--- config.mk ---
export PLATFORM = sky130hd
export DESIGN_NAME = utf8_text_validator
export DESIGN_NICKNAME = d
export VERILOG_FILES = /design/src/design/utv_pkg.sv /design/src/design/utv_byte_step.sv /design/src/design/utf8_text_validator.sv
export VERILOG_INCLUDE_DIRS = /design/src /design/src/design
export SDC_FILE = /design/constraint.sdc
export NUM_CORES = 1
export LEC_CHECK = 0
export ABC_AREA = 1
export BUFFER_PORTS_ARGS = -buffer_cell sky130_fd_sc_hd__buf_2
export CORE_ASPECT_RATIO = 1.25
export CORE_UTILIZATION = 47
export CTS_CLUSTER_SIZE = 30
export DETAILED_ROUTE_END_ITERATION = 6
export PLACE_DENSITY = 0.7
export SYNTH_ARGS = -nofsm -noshare
export SYNTH_HDL_FRONTEND = slang
export SYNTH_SLANG_ARGS = --single-unit
export TNS_END_PERCENT = 20
--- constraint.sdc ---
create_clock -name i_clk -period 3 [get_ports i_clk]
set_input_delay 0.15 -clock i_clk [delete_from_list [all_inputs] [get_ports i_clk]]
set_output_delay 0.15 -clock i_clk [all_outputs]
set_load 0.02 [all_outputs]
--- src/design/utf8_text_validator_assert.svh ---
// ----------------------------------------------------------------------------
// UTF-8 text validator assertion macros
// Concurrent assertion wrappers that compile away when SYNTH is defined.
// ----------------------------------------------------------------------------
`ifndef UTF8_TEXT_VALIDATOR_ASSERT_SVH
`define UTF8_TEXT_VALIDATOR_ASSERT_SVH

`ifndef SYNTH
`define UTV_ASSERT_IMPLY(lbl, ante, cons) \
    lbl: assert property (@(posedge i_clk) disable iff (!i_rst_n) (ante) |-> (cons)) \
        else $error("utf8_text_validator: same-cycle check failed");
`define UTV_ASSERT_NEXT(lbl, ante, cons) \
    lbl: assert property (@(posedge i_clk) disable iff (!i_rst_n) (ante) |=> (cons)) \
        else $error("utf8_text_validator: next-cycle check failed");
`else
`define UTV_ASSERT_IMPLY(lbl, ante, cons)
`define UTV_ASSERT_NEXT(lbl, ante, cons)
`endif

`endif

--- src/design/utv_pkg.sv ---
// ----------------------------------------------------------------------------
// UTF-8 text validator package
// Beat types, per-text state and fault codes shared by the validator modules.
// ----------------------------------------------------------------------------
`default_nettype none

package utv_pkg;

    localparam logic [2:0] FAULT_NONE = 3'd0;
    localparam logic [2:0] FAULT_LONG = 3'd1;
    localparam logic [2:0] FAULT_CTRL = 3'd2;
    localparam logic [2:0] FAULT_LEAD = 3'd3;
    localparam logic [2:0] FAULT_CONT = 3'd4;
    localparam logic [2:0] FAULT_CODE = 3'd5;

    localparam logic CFG_MAX_LENGTH        = 1'b0;
    localparam logic CFG_ALLOW_TAB_NEWLINE = 1'b1;

    localparam logic [12:0] COUNT_SAT       = 13'd8191;
    localparam logic [11:0] MAX_LENGTH_RST  = 12'd4095;

    localparam logic [20:0] CP_MIN_TWO      = 21'h00080;
    localparam logic [20:0] CP_MIN_THREE    = 21'h00800;
    localparam logic [20:0] CP_MIN_FOUR     = 21'h10000;
    localparam logic [20:0] CP_MAX          = 21'h10FFFF;
    localparam logic [20:0] CP_SURR_LO      = 21'h0D800;
    localparam logic [20:0] CP_SURR_HI      = 21'h0DFFF;

    localparam logic [7:0] BYTE_SPACE       = 8'd32;
    localparam logic [7:0] BYTE_TAB         = 8'd9;
    localparam logic [7:0] BYTE_NEWLINE     = 8'd10;
    localparam logic [7:0] BYTE_DEL         = 8'd127;
    localparam logic [7:0] LEAD_TWO_LO      = 8'hC2;
    localparam logic [7:0] LEAD_TWO_HI      = 8'hDF;
    localparam logic [7:0] LEAD_THREE_LO    = 8'hE0;
    localparam logic [7:0] LEAD_THREE_HI    = 8'hEF;
    localparam logic [7:0] LEAD_FOUR_LO     = 8'hF0;
    localparam logic [7:0] LEAD_FOUR_HI     = 8'hF4;

    typedef struct packed {
        logic [7:0] text_byte;
        logic       final_byte;
    } t_in_beat;

    typedef struct packed {
        logic       text_ok;
        logic [2:0] fault_kind;
    } t_out_beat;

    typedef struct packed {
        logic [2:0]  first_fault;
        logic [1:0]  bytes_still_needed;
        logic [20:0] partial_code_point;
        logic [1:0]  sequence_class;
    } t_text_state;

endpackage

`default_nettype wire

--- src/design/utv_byte_step.sv ---
// ----------------------------------------------------------------------------
// UTF-8 byte step
// Combinational decode of one text byte against the running sequence state.
// ----------------------------------------------------------------------------
`default_nettype none

module utv_byte_step (
    input  wire utv_pkg::t_text_state i_state,
    input  wire logic [7:0]           i_text_byte,
    input  wire logic                 i_allow_tab_newline,
    output utv_pkg::t_text_state      o_state
);

    logic [20:0] code_point;
    logic [20:0] min_point;
    logic        point_bad;

    assign code_point = {i_state.partial_code_point[14:0], i_text_byte[5:0]};

    always_comb begin
        unique case (i_state.sequence_class)
            2'd1:    min_point = utv_pkg::CP_MIN_TWO;
            2'd2:    min_point = utv_pkg::CP_MIN_THREE;
            default: min_point = utv_pkg::CP_MIN_FOUR;
        endcase
    end

    assign point_bad = (code_point < min_point) || (code_point > utv_pkg::CP_MAX)
                    || ((code_point >= utv_pkg::CP_SURR_LO)
                        && (code_point <= utv_pkg::CP_SURR_HI));

    always_comb begin
        o_state = i_state;
        if (i_state.first_fault == utv_pkg::FAULT_NONE) begin
            if (i_state.bytes_still_needed != 2'd0) begin
                if (i_text_byte[7:6] != 2'b10) begin
                    o_state.first_fault = utv_pkg::FAULT_CONT;
                end else begin
                    o_state.partial_code_point = code_point;
                    o_state.bytes_still_needed = i_state.bytes_still_needed - 2'd1;
                    if (i_state.bytes_still_needed == 2'd1) begin
                        if (point_bad) begin
                            o_state.first_fault = utv_pkg::FAULT_CODE;
                        end
                        o_state.partial_code_point = '0;
                        o_state.sequence_class     = 2'd0;
                    end
                end
            end else if (i_text_byte < utv_pkg::BYTE_SPACE) begin
                if (!(i_allow_tab_newline && (i_text_byte == utv_pkg::BYTE_TAB
                                              || i_text_byte == utv_pkg::BYTE_NEWLINE))) begin
                    o_state.first_fault = utv_pkg::FAULT_CTRL;
                end
            end else if (i_text_byte == utv_pkg::BYTE_DEL) begin
                o_state.first_fault = utv_pkg::FAULT_CTRL;
            end else if (!i_text_byte[7]) begin
                o_state = i_state;
            end else if (i_text_byte >= utv_pkg::LEAD_TWO_LO
                         && i_text_byte <= utv_pkg::LEAD_TWO_HI) begin
                o_state.bytes_still_needed = 2'd1;
                o_state.sequence_class     = 2'd1;
                o_state.partial_code_point = {16'd0, i_text_byte[4:0]};
            end else if (i_text_byte >= utv_pkg::LEAD_THREE_LO
                         && i_text_byte <= utv_pkg::LEAD_THREE_HI) begin
                o_state.bytes_still_needed = 2'd2;
                o_state.sequence_class     = 2'd2;
                o_state.partial_code_point = {17'd0, i_text_byte[3:0]};
            end else if (i_text_byte >= utv_pkg::LEAD_FOUR_LO
                         && i_text_byte <= utv_pkg::LEAD_FOUR_HI) begin
                o_state.bytes_still_needed = 2'd3;
                o_state.sequence_class     = 2'd3;
                o_state.partial_code_point = {18'd0, i_text_byte[2:0]};
            end else begin
                o_state.first_fault = utv_pkg::FAULT_LEAD;
            end
        end
    end

endmodule

`default_nettype wire

--- src/design/utf8_text_validator.sv ---
// ----------------------------------------------------------------------------
// UTF-8 text validator
// Checks a byte stream for well-formed UTF-8, control bytes and text length.
// ----------------------------------------------------------------------------
// The validator takes one text byte per cycle and gives one verdict beat on
// the byte flagged as final; other bytes give no beat. Each byte is decoded
// combinationally against the registered sequence state, so a new byte can
// be taken every clock while ready is high. Verdicts go to an output register
// backed by one skid register, and input ready drops only while both of them
// hold verdicts that have not been taken. The length limit is the smaller of
// max_length and LENGTH_LIMIT_MAX; configuration writes take effect at once and
// belong between texts.
`default_nettype none

module utf8_text_validator #(
    parameter int unsigned LENGTH_LIMIT_MAX = 4095
) (
    input  wire logic              i_clk,
    input  wire logic              i_rst_n,
    input  wire logic              i_in_valid,
    output logic                   o_in_ready,
    input  wire utv_pkg::t_in_beat i_in_beat,
    output logic                   o_out_valid,
    input  wire logic              i_out_ready,
    output utv_pkg::t_out_beat     o_out_beat,
    input  wire logic              i_cfg_we,
    input  wire logic              i_cfg_index,
    input  wire logic [11:0]       i_cfg_data
);

    localparam logic [15:0] LimitCap = 16'(LENGTH_LIMIT_MAX);

    logic [11:0]          r_max_length;
    logic                 r_allow_tab_newline;
    logic [12:0]          r_byte_count;
    logic [12:0]          n_byte_count;
    utv_pkg::t_text_state r_state;
    utv_pkg::t_text_state n_state;
    utv_pkg::t_text_state step_state;

    logic                 r_out_valid;
    logic                 n_out_valid;
    utv_pkg::t_out_beat   r_out_beat;
    utv_pkg::t_out_beat   n_out_beat;
    logic                 r_skid_valid;
    logic                 n_skid_valid;
    utv_pkg::t_out_beat   r_skid_beat;
    utv_pkg::t_out_beat   n_skid_beat;

    logic                 in_take;
    logic                 out_take;
    logic                 emit;
    logic [15:0]          limit;
    logic                 too_long;
    logic [2:0]           verdict;
    utv_pkg::t_out_beat   result;

    assign o_in_ready  = !r_skid_valid;
    assign o_out_valid = r_out_valid;
    assign o_out_beat  = r_out_beat;

    assign in_take  = i_in_valid && o_in_ready;
    assign out_take = r_out_valid && i_out_ready;
    assign emit     = in_take && i_in_beat.final_byte;

    utv_byte_step u_step (
        .i_state             (r_state),
        .i_text_byte         (i_in_beat.text_byte),
        .i_allow_tab_newline (r_allow_tab_newline),
        .o_state             (step_state)
    );

    assign n_byte_count = (r_byte_count < utv_pkg::COUNT_SAT) ? r_byte_count + 13'd1
                                                               : r_byte_count;
    assign limit    = ({4'd0, r_max_length} < LimitCap) ? {4'd0, r_max_length} : LimitCap;
    assign too_long = {3'd0, n_byte_count} > limit;

    always_comb begin
        if (too_long) begin
            verdict = utv_pkg::FAULT_LONG;
        end else if (step_state.first_fault != utv_pkg::FAULT_NONE) begin
            verdict = step_state.first_fault;
        end else if (step_state.bytes_still_needed != 2'd0) begin
            verdict = utv_pkg::FAULT_CONT;
        end else begin
            verdict = utv_pkg::FAULT_NONE;
        end
        result.text_ok    = (verdict == utv_pkg::FAULT_NONE);
        result.fault_kind = verdict;
    end

    always_comb begin
        n_state = r_state;
        if (in_take) begin
            n_state = i_in_beat.final_byte ? '0 : step_state;
        end
    end

    always_comb begin
        n_out_valid  = r_out_valid;
        n_out_beat   = r_out_beat;
        n_skid_valid = r_skid_valid;
        n_skid_beat  = r_skid_beat;
        if (out_take) begin
            n_out_valid = r_skid_valid;
            n_out_beat  = r_skid_beat;
            n_skid_valid = 1'b0;
        end
        if (emit) begin
            if (!n_out_valid) begin
                n_out_valid = 1'b1;
                n_out_beat  = result;
            end else begin
                n_skid_valid = 1'b1;
                n_skid_beat  = result;
            end
        end
    end

    always_ff @(posedge i_clk) begin
        if (!i_rst_n) begin
            r_max_length        <= utv_pkg::MAX_LENGTH_RST;
            r_allow_tab_newline <= 1'b0;
            r_byte_count        <= '0;
            r_state             <= '0;
            r_out_valid         <= 1'b0;
            r_skid_valid        <= 1'b0;
        end else begin
            if (i_cfg_we) begin
                unique case (i_cfg_index)
                    utv_pkg::CFG_MAX_LENGTH:        r_max_length <= i_cfg_data;
                    utv_pkg::CFG_ALLOW_TAB_NEWLINE: r_allow_tab_newline <= i_cfg_data[0];
                    default:                        r_allow_tab_newline <= r_allow_tab_newline;
                endcase
            end
            if (in_take) begin
                r_byte_count <= i_in_beat.final_byte ? 13'd0 : n_byte_count;
            end
            r_state      <= n_state;
            r_out_valid  <= n_out_valid;
            r_skid_valid <= n_skid_valid;
        end
    end

    always_ff @(posedge i_clk) begin
        r_out_beat  <= n_out_beat;
        r_skid_beat <= n_skid_beat;
    end

`include "utf8_text_validator_assert.svh"

    `UTV_ASSERT_IMPLY(a_skid_behind_out, r_skid_valid, r_out_valid)
    `UTV_ASSERT_NEXT(a_final_gives_beat, emit, r_out_valid)
    `UTV_ASSERT_IMPLY(a_ok_matches_kind, r_out_valid,
                      r_out_beat.text_ok == (r_out_beat.fault_kind == utv_pkg::FAULT_NONE))
    `UTV_ASSERT_IMPLY(a_open_seq_has_class, r_state.bytes_still_needed != 2'd0,
                      r_state.sequence_class != 2'd0)

endmodule

`default_nettype wire
==> flow_metrics.py <==
metrics = {
    "run_status": {
        "run_status": "finished, final reports clean",
    },
    "floorplanning": {
        "dieArea_um2": 7630,
        "ioPinCount": 33,
        "fp.dieW_um": 78.3,
        "num_rows": 34,
        "die_h_um": 97.4,
        "initial_core_util_pct": 48.8,
        "coreArea_um2": 7020,
    },
    "sta": {
        "fmax_mhz": 366,
        "min_period_over_period_pct": 91.0,
        "tightest_slew_ns": 0.434,
        "drv_slew": 0,
        "setup_viol": 0,
        "fin_crit_ns": 2.73,
        "finalSetupTns_ns": 0,
        "slew_headroom_pct": 71.1,
        "whs_ns": 0.0296,
        "hold_viol_final": 0,
        "clock_skew_ns": 0.00952,
        "rsz0062_at_grt": "false",
    },
    "clock_tree": {
        "insertion_delay_ns": 0.33,
        "clk_pin_slew_ns": 0.07,
        "cts_hold_repair.buffers": 0,
        "htreeDepth": 3,
        "postCtsSetupBuffers": 0,
        "cts-root-buf": "clkbuf_8",
        "ctsResizeCount": 0,
        "clk_path_buf_depth": 2,
        "cts_tree": "yes",
        "cts_made_buffers": 9,
        "cts_sinks": 58,
    },
    "setup_path": {
        "crit_required_ns": 3.26,
        "crit_path_start_kind": "flop",
        "path_common_cell": "nand2_1",
        "critical_path.top_delay_family": "simple AND/OR/NAND/NOR gates",
        "worst-path-buf-inv": 2,
        "critical_path_class": "reg -> reg",
        "critPathMaxStageDelay_ns": 0.41,
        "crit_path_max_fanout": 5,
        "worstPathArrival_ns": 2.99,
        "worst_path_max_delay_cell": "dfxtp_1",
        "path_cells": "ha_1 -> nand3_1 -> inv_1 -> nand2_1 -> xor2_1 -> nand2_1 -> ha_1 -> nand2_1 -> inv_1 -> nor2_1 -> o21a_1 -> nand2_1 -> nand2_1 -> nand2_1 -> nand2_1 -> nand2_1 -> a21oi_1 -> nand2_1 -> a21oi_1",
        "end_kind": "flop",
    },
    "layout": {
        "num_antenna_cells": 0,
        "layout_commonest_cell": "nand2_1",
        "final_cell_mix": "nand2_1 (128), inv_1 (59), dfxtp_1 (54)",
        "nFillCells": 735,
        "syn_to_final_growth_pct": 11.9,
        "final-seq-area_um2": 1200,
        "drive_gt1_share_pct": 14.9,
        "multi_input_area_um2": 1890,
        "fin_nets": 580,
        "finalInstanceArea_um2": 3830,
    },
    "pwr": {
        "p_switching_mw": 0.563,
        "max-vdd-ir-drop_uv": 246,
        "clkPwrFrac_pct": 33.9,
        "leakagePower_nw": 1.84,
        "p_seq_share_pct": 47.4,
        "combPwrFrac_pct": 18.7,
        "p_int_mw": 1.24,
        "p_total_mw": 1.81,
        "power_density_nw_per_um2": 471,
        "switching_share_pct": 31.2,
    },
    "yosys": {
        "synth-xor-area-share_pct": 1.28,
        "synth-edff-count": 4,
        "synth_cell_types": 39,
        "synthMuxAreaShare_pct": 0.658,
        "synth-simple-area-share_pct": 30.5,
        "synth_nets": 546,
        "synth_top_family_by_area": "simple AND/OR/NAND/NOR gates",
        "netlist_area_um2": 3420,
        "ys_seq_area_share_pct": 35.1,
        "ys_ff_latch": 58,
        "synth_ff_type": "dfxtp_1",
        "synthAdderAreaFrac_pct": 6.94,
        "synth_compound_area_share_pct": 15.9,
        "ys_warn_count": 0,
        "avgSynthCellArea_um2": 6.85,
        "syn_inst": 500,
        "async_flop_share_pct": 0,
    },
    "routing": {
        "firstDrtPassIters": 4,
        "wl_met1_um": 3480,
        "maxUsedRoutingLayer": "met4",
        "drt_wl_total_um": 7910,
        "wl_met3_um": 264,
        "avgRoutedWirePerCell_um": 12.6,
        "antenna_left": 0,
        "drt_iter0_drc": 191,
        "dr_total_vias": 3234,
        "vias_per_cell": 5.15,
        "met2_length_um": 3950,
        "drc": 0,
    },
    "global_routing": {
        "antenna_found_initial": 0,
        "grt_pass1_vias": 3106,
        "grt_max_degree": 24,
        "overflow": 0,
        "gr-usage-all-layers_pct": 22.5,
        "grt_pass1_wl_um": 13600,
    },
    "place": {
        "hpwl_um": 5990,
        "place_congestion": 0.885,
        "port_buffers": 32,
        "place_area_um2": 3660,
    },
    "flow_run": {
        "maxCapViolations": 0,
    },
    "hold_path": {
        "hold_path_class": "in -> reg",
    },
}
==> worst reg2reg max path: stages (launching register included) <==
cell     delay, ns
dfxtp_1       0.41
ha_1          0.25
nand3_1       0.13
inv_1         0.11
nand2_1       0.10
xor2_1        0.15
nand2_1       0.09
ha_1          0.33
nand2_1       0.07
inv_1         0.03
nor2_1        0.08
o21a_1        0.13
nand2_1       0.05
nand2_1       0.05
nand2_1       0.07
nand2_1       0.07
nand2_1       0.06
a21oi_1       0.23
nand2_1       0.11
a21oi_1       0.14
==> per-layer routing <==
| metal | vias to the layer above | GRT usage [%] |
|---|---|---|
| li1 | 1706 | - |
| met1 | 1460 | 25.1 |
| met2 | 54 | 39.9 |
| met3 | 14 | 4.79 |
| met4 | 0 | 11.0 |
| met5 | - | 0 |
==> cells in the mapped netlist (4+ instances only) <==
library cell  number  area share (%)
nand2_1          128              14
inv_1             59             6.5
dfxtp_1           54              32
nor2_1            49             5.4
a21oi_1           47             6.9
nand3_1           23             3.4
ha_1              19             6.9
o21ai_1           13             1.9
o211ai_1          12             2.6
clkbuf_1          10             1.1
nand4_1           10             1.8
inv_2              9            0.99
nor3_1             8             1.2
a211oi_1           7             1.5
o21ai_0            7             1.0
edfxtp_1           4             3.5
nand2_2            4            0.73
nand3b_1           4            0.88
nor2_2             4            0.73
xor2_1             4             1.0
==> metrics by stage <==
step           instances  util, %  setup WS [ns]
2_1_floorplan        500        -          0.689
3_3_place_gp         613     52.2          0.441
3_5_place_dp         613     52.2          0.310
4_1_cts              628     54.6          0.273
5_1_grt              628     54.6         0.0332
6_report             628     54.6          0.270
==> power by group through the flow <==
stage	Combinational [mW]	Sequential [mW]	Clock, mW
detailed placement	0.336	0.874	0
global placement	0.329	0.873	0
floorplan	0.229	0.882	0
CTS	0.338	0.856	0.638
finish	0.338	0.857	0.613
global route	0.384	0.863	0.671
==> kinds of logic after synthesis <==
family / count (synthesis)
simple gates: 241
compound gates: 92
buf+inv: 83
flops: 58
fa+ha+maj: 19
xor+xnor: 5
mux: 2
==> flip-flops by register name (all words and copies together), names as in the netlist <==
name	flops
o_out_beat	4
o_out_valid	1
r_allow_tab_newline	1
r_byte_count	13
r_max_length	12
r_skid_beat	4
r_skid_valid	1
r_state	22
==> cell type report <==
| cell class | instances | area share, % |
|---|---|---|
| clock buffers | 9 | 3.23 |
| inverters | 69 | 6.76 |
| clock inverters | 6 | 1.17 |
| repair buffers | 37 | 5.16 |
| flip-flops and latches | 58 | 31.3 |
| multi-input cells | 359 | 49.4 |
| well taps | 90 | 2.94 |
==> worst paths after layout <==
| check | from | to | slack [ns] | cells past startpoint |
|---|---|---|---|---|
| worst min-delay path | i_cfg_data[4] | r_max_length[4] | 0.03 | 3 |
| worst max-delay path | r_byte_count[0] | o_out_beat[1] | 0.27 | 19 |
| worst min register to register | r_state[24] | r_state[24] | 0.47 | 2 |
| worst max register to register | r_byte_count[0] | o_out_beat[1] | 0.27 | 19 |
(Power assumes the default switching activity.)
